==> config.mk <==
export PLATFORM = sky130hd
export DESIGN_NAME = lsp_ctrl
export DESIGN_NICKNAME = d
export VERILOG_FILES = /design/src/design/line_sharing_profiler_macros.svh /design/src/design/lsp_pkg.sv /design/src/design/lsp_ctrl.sv
export SDC_FILE = /design/constraint.sdc
export NUM_CORES = 1
export LEC_CHECK = 0
export ABC_AREA = 1
export BUFFER_PORTS_ARGS = -buffer_cell sky130_fd_sc_hd__buf_2
export CORE_AREA = 2 2 39 41
export CTS_CLUSTER_DIAMETER = 200
export CTS_CLUSTER_SIZE = 10
export DETAILED_ROUTE_END_ITERATION = 8
export DIE_AREA = 0 0 41 43
export HOLD_SLACK_MARGIN = 0.05
export PLACE_DENSITY = 0.44
export SLEW_MARGIN = 15
export SYNTH_ARGS = -nofsm -noshare
export SYNTH_HDL_FRONTEND = slang
export SYNTH_SLANG_ARGS = --single-unit
==> constraint.sdc <==
create_clock -name clk_i -period 1.02 [get_ports clk_i]
set_clock_uncertainty 0.05 [all_clocks]
set_input_delay 0.102 -clock clk_i [delete_from_list [all_inputs] [get_ports clk_i]]
set_output_delay 0.102 -clock clk_i [all_outputs]
set_load 0.02 [all_outputs]
==> src/design/line_sharing_profiler_macros.svh <==
// Assertion macros used by the profiler datapath.
`ifndef LINE_SHARING_PROFILER_MACROS_SVH
`define LINE_SHARING_PROFILER_MACROS_SVH

// Checked only outside reset.
`define LSP_ASSERT(lbl, prop) \
  lbl: assert property (@(posedge clk_i) disable iff (!rst_ni) prop) \
    else $error("lsp assertion failed");

// Checked on every edge, reset included.
`define LSP_ASSERT_ALWAYS(lbl, prop) \
  lbl: assert property (@(posedge clk_i) prop) \
    else $error("lsp assertion failed");

`endif

==> src/design/lsp_pkg.sv <==
// Types and constants of the line sharing profiler.
`timescale 1ns / 1ps
package lsp_pkg;

  localparam logic [1:0] CLS_PRIVATE   = 2'd0;
  localparam logic [1:0] CLS_MIGRATE   = 2'd1;
  localparam logic [1:0] CLS_SHARED_RO = 2'd2;
  localparam logic [1:0] CLS_SHARED_RW = 2'd3;

  localparam logic [1:0] KIND_NONE     = 2'd0;
  localparam logic [1:0] KIND_PRIV_SRW = 2'd1;
  localparam logic [1:0] KIND_SRW_PRIV = 2'd2;
  localparam logic [1:0] KIND_SRW_SRW  = 2'd3;

  typedef struct packed {
    logic [31:0] line_address;
    logic [7:0]  read_count;
    logic [7:0]  write_count;
    logic [7:0]  word_count;
    logic [1:0]  share_class;
    logic [5:0]  owner_core;
  } in_t;

  typedef struct packed {
    logic        hit;
    logic [9:0]  entry_index;
    logic        recorded;
    logic        table_full;
    logic [1:0]  merged_class;
    logic        class_changed;
    logic [1:0]  transition_kind;
    logic [6:0]  bin_index;
    logic [31:0] bin_count;
  } out_t;

  typedef struct packed {
    logic clear_step;
    logic accept;
    logic scan;
    logic commit;
  } ctl_cmd_t;

  typedef struct packed {
    logic clear_done;
    logic scan_done;
    logic out_busy;
  } ctl_sts_t;

endpackage

==> src/design/lsp_ctrl.sv <==
// Sequencing state machine of the profiler.
`timescale 1ns / 1ps
module lsp_ctrl (
  input  logic              clk_i,
  input  logic              rst_ni,
  input  logic              in_valid_i,
  output logic              in_ready_o,
  input  lsp_pkg::ctl_sts_t sts_i,
  output lsp_pkg::ctl_cmd_t cmd_o
);
  typedef enum logic [4:0] {
    S_CLEAR  = 5'b00001,
    S_IDLE   = 5'b00010,
    S_SCAN   = 5'b00100,
    S_LOOK   = 5'b01000,
    S_COMMIT = 5'b10000
  } state_e;

  state_e state_q, state_d;

  always_comb begin
    state_d = state_q;
    cmd_o   = '0;
    in_ready_o = 1'b0;
    unique case (state_q)
      S_CLEAR: begin
        cmd_o.clear_step = 1'b1;
        if (sts_i.clear_done) state_d = S_IDLE;
      end
      S_IDLE: begin
        in_ready_o = 1'b1;
        if (in_valid_i) begin
          cmd_o.accept = 1'b1;
          state_d = S_SCAN;
        end
      end
      S_SCAN: begin
        cmd_o.scan = 1'b1;
        if (sts_i.scan_done) state_d = S_LOOK;
      end
      S_LOOK: begin
        state_d = S_COMMIT;
      end
      S_COMMIT: begin
        if (!sts_i.out_busy) begin
          cmd_o.commit = 1'b1;
          state_d = S_IDLE;
        end
      end
      default: state_d = S_CLEAR;
    endcase
  end

  always_ff @(posedge clk_i or negedge rst_ni) begin
    if (!rst_ni) state_q <= S_CLEAR;
    else state_q <= state_d;
  end
endmodule

Word level (Yosys, flattened, before mapping)
Index checks and enable logic that the tools add are counted.
Storage, ports and cells
  bits in registers: 5
  output and inout port bits: 5
  bits of input ports: 6
  logic and storage cells: 23
Cells by class
  mux-type cells: 12
  eq/ne operators: 9
  reductions and logical operators: 1
Operator list (number)
  $pmux W5 S5: 1
  $mux W5: 4
  $ne A2 B2 Y1 const B: 4
  $mux W1: 7
  $eq A5 B1 Y1 const B: 1
  $eq A5 B2 Y1 const B: 1
  $eq A5 B3 Y1 const B: 1
  $eq A5 B4 Y1 const B: 1
  $eq A5 B5 Y1 const B: 1
  $reduce_and A4 Y1: 1

Longest topological paths before layout
  word-level depth: 3
  mapped depth: 7
  depth with buffers taken out: 7

Worst setup path before layout
Ideal clock, no wire load.
  path type: reg2out
  from: register state_q[2]
  to: output cmd_o[2] in the netlist's numbering
  cell stages (with the launch flop): 4
  buffers on the path: 0
  slack: -0.124 ns
  required time: 0.868 ns
  data arrival time: 0.992 ns
  cells stage by stage: dfrtp_1 > nor2_4 > nand3_1 > nor2_1
RTL lines
  start: declaration: line lsp_ctrl.sv:19  | state_e state_q, state_d;
  start signal: assignment: line lsp_ctrl.sv:56  | else state_q <= state_d;
  end: declaration: line lsp_ctrl.sv:9  | output lsp_pkg::ctl_cmd_t cmd_o

==> impl_metrics.tcl <==
set metrics [dict create \
    outcome "complete, but fails checks" \
    violations "negative setup slack" \
    hp-class "in -> reg" \
    period_share_pct 135 \
    numPortBuffers 10 \
    cp_max_fo 3 \
    ys_warn_count 0 \
    worstSetupPathType "reg -> out" \
    critPathLaunchType "register" \
    final_nets 73 \
    worst_pin_slew_ps 213 \
    holdWs_ps 80.7 \
    clk_latency_ps 250 \
    r2r-end "state_q[1]" \
    avgRoutedWirePerCell_um 11.3 \
    fmax_mhz 728 \
    crit_family "flip-flops" \
    synth_cells 42 \
    syn_area_per_cell_um2 7.15 \
    crit_path_cell_trace "inv_2 -> nor2_4 -> nand3_2 -> inv_2 -> buf_6" \
    wl_um 930 \
    cp_num_cells 5 \
    ir_drop_mv 0.986 \
    critPathSlowestCell "dfstp_2" \
    setup_ws_ps -354 \
    p_leak_uw 0.000308 \
    slew_headroom_pct 85.7 \
    arrival_ps 1220 \
    cts_made_buffers 3 \
    coreArea_um2 1380 \
    synthesis.nets 48 \
    endpoint_kind "output pin" \
    hold_violations 0 \
    cp_common_cell "inv_2" \
    die_x_um 41 \
    initial_utilization_pct 21.7 \
    gp_congestion 0.786 \
    die_area_um2 1760 \
    maxCapViolations 0 \
    cts.sinks 5 \
    ys_seq_area_share_pct 42.1 \
    cp.required_ps 870 \
    antenna_found_initial 0 \
    drtAntennaViolNets 0 \
    largest_reg_flops 5 \
    cts_tree "built" \
    clockBufferDepth 2 \
    largest_register "state_q" \
    die_h_um 43 \
    layout_common_cells "buf_6, buf_4, nand2_1" \
    num_antenna_cells 0 \
    reg_top3 "state_q (5)" \
    yosysUniqueCellTypes 12 \
    hold_depth 4 \
    drtIter0Drc 7 \
    overflow 0 \
    finalSetupTns_ps -2950 \
    yosysTopAreaCellShare_pct 33.3 \
    area_delta_synth_final_pct 92.9 \
    place_hpwl_um 544 \
    yosysTopAreaCell "dfrtp_1" \
    r2r_setup_slack_ps -330 \
    grt_pass1_wl_um 1390 \
    grt_util_all_layers_pct 12.2 \
    fillers 138 \
    cp.buffers_inverters 3 \
    first_global_vias 333 \
    finalSetupViolations 10 \
    clk_pin_slew_ps 40 \
    rows 14 \
    min_period_ps 1370 \
    drive_gt1_share_pct 62.1 \
    drc 0 \
    synth_area_leaders "dfrtp_1, inv_1, nand4_1, dfstp_2, nand3_1" \
    r2r_start "state_q[3]" \
    power.density_nw_per_um2 2330 \
    vias 367 \
    htree_levels 1 \
    grt_max_degree 8 \
    hold-path-endpoint "state_q[0]" \
    cts_root_buffer "clkbuf_4" \
    critPathMaxStageDelay_ps 580 \
    avgViaCountPerCell 4.48 \
    synth_area_um2 300 \
    min_from "sts_i[2]" \
    firstDrtPassIters 3 \
    maxSlewViolCount 0 \
    rsz0062_at_grt "true" \
    ff2ff_path_depth 7 \
    ys_seq_elements 5 \
    final_core_util_pct 41.9 \
    io_pins 11 \
]
==> what timing repair did <==
item                                    in CTS  in global routing
gates resized for setup                     16                 14
endpoints found under the hold margin        5                  0
hold buffers                                 1                  0
endpoints found under the setup margin      10                 10
buffers inserted                             4                  3
pin swaps                                    3                  7
==> cells in the mapped netlist (all sizes together) <==
cell,number
o21ai,2
dfrtp,4
nand3,5
dfstp,1
nand2,6
nand4,5
inv,10
nor2,8
nor3,1
==> stage by stage <==
stage                     instances  total power [uW]  cell area, um2  worst slack, ps
after detailed placement         71               762             398             -192
after global routing             82              1430             579             -425
after floorplan                  42               643             305             -112
final                            82              1350             579             -354
after CTS                        80              1230             515             -371
after global placement           71               766             398             -191
==> layer usage <==
layer	vias to the layer above	share of wire, %	track usage [%]
met2	12	52	19.1
met4	0	4.0	4.00
met1	168	39	13.9
li1	183	-	-
met5	-	0	0
met3	4	5.7	6.28
==> worst min-delay path, cell delays in order <==
cell and delay (ps):
buf_2 70, inv_1 30, nand4_1 100, o21ai_1 70
==> cell families (layout without fill, tap and decap cells) <==
family          count (synthesis)  in the layout  share of synthesized area [%]
simple gates                   25             25                           42.1
buf+inv                        10             34                           12.5
flops                           5              5                           42.1
compound gates                  2              2                           3.33
==> how the worst max path moves through the flow <==
stage / startpoint / end / slack (ps)
2_1_floorplan: state_q[0] / state_q[1] / -110
3_3_place_gp: state_q[0] / state_q[3] / -190
3_5_place_dp: state_q[0] / state_q[1] / -190
4_1_cts: state_q[0] / cmd_o[3] / -370
5_1_grt: state_q[3] / cmd_o[0] / -420
6_report: state_q[0] / cmd_o[3] / -350
==> cell type report <==
| cell class | instances | area (um2) | area share (%) |
|---|---|---|---|
| clock buffers | 4 | 26.3 | 4.54 |
| inverters | 10 | 37.5 | 6.48 |
| multi-input cells | 27 | 203 | 35.0 |
| flip-flops and latches | 5 | 126 | 21.8 |
| well taps | 16 | 20.0 | 3.46 |
| repair buffers | 20 | 166 | 28.7 |
==> power by group <==
part / internal, uW / switching (uW) / leakage (uW) / total, uW
registers: 268 / 70.3 / 0.0000646 / 338
logic: 355 / 427 / 0.000228 / 782
clock network: 148 / 83.9 / 0.0000150 / 232
(Power assumes the default switching activity.)
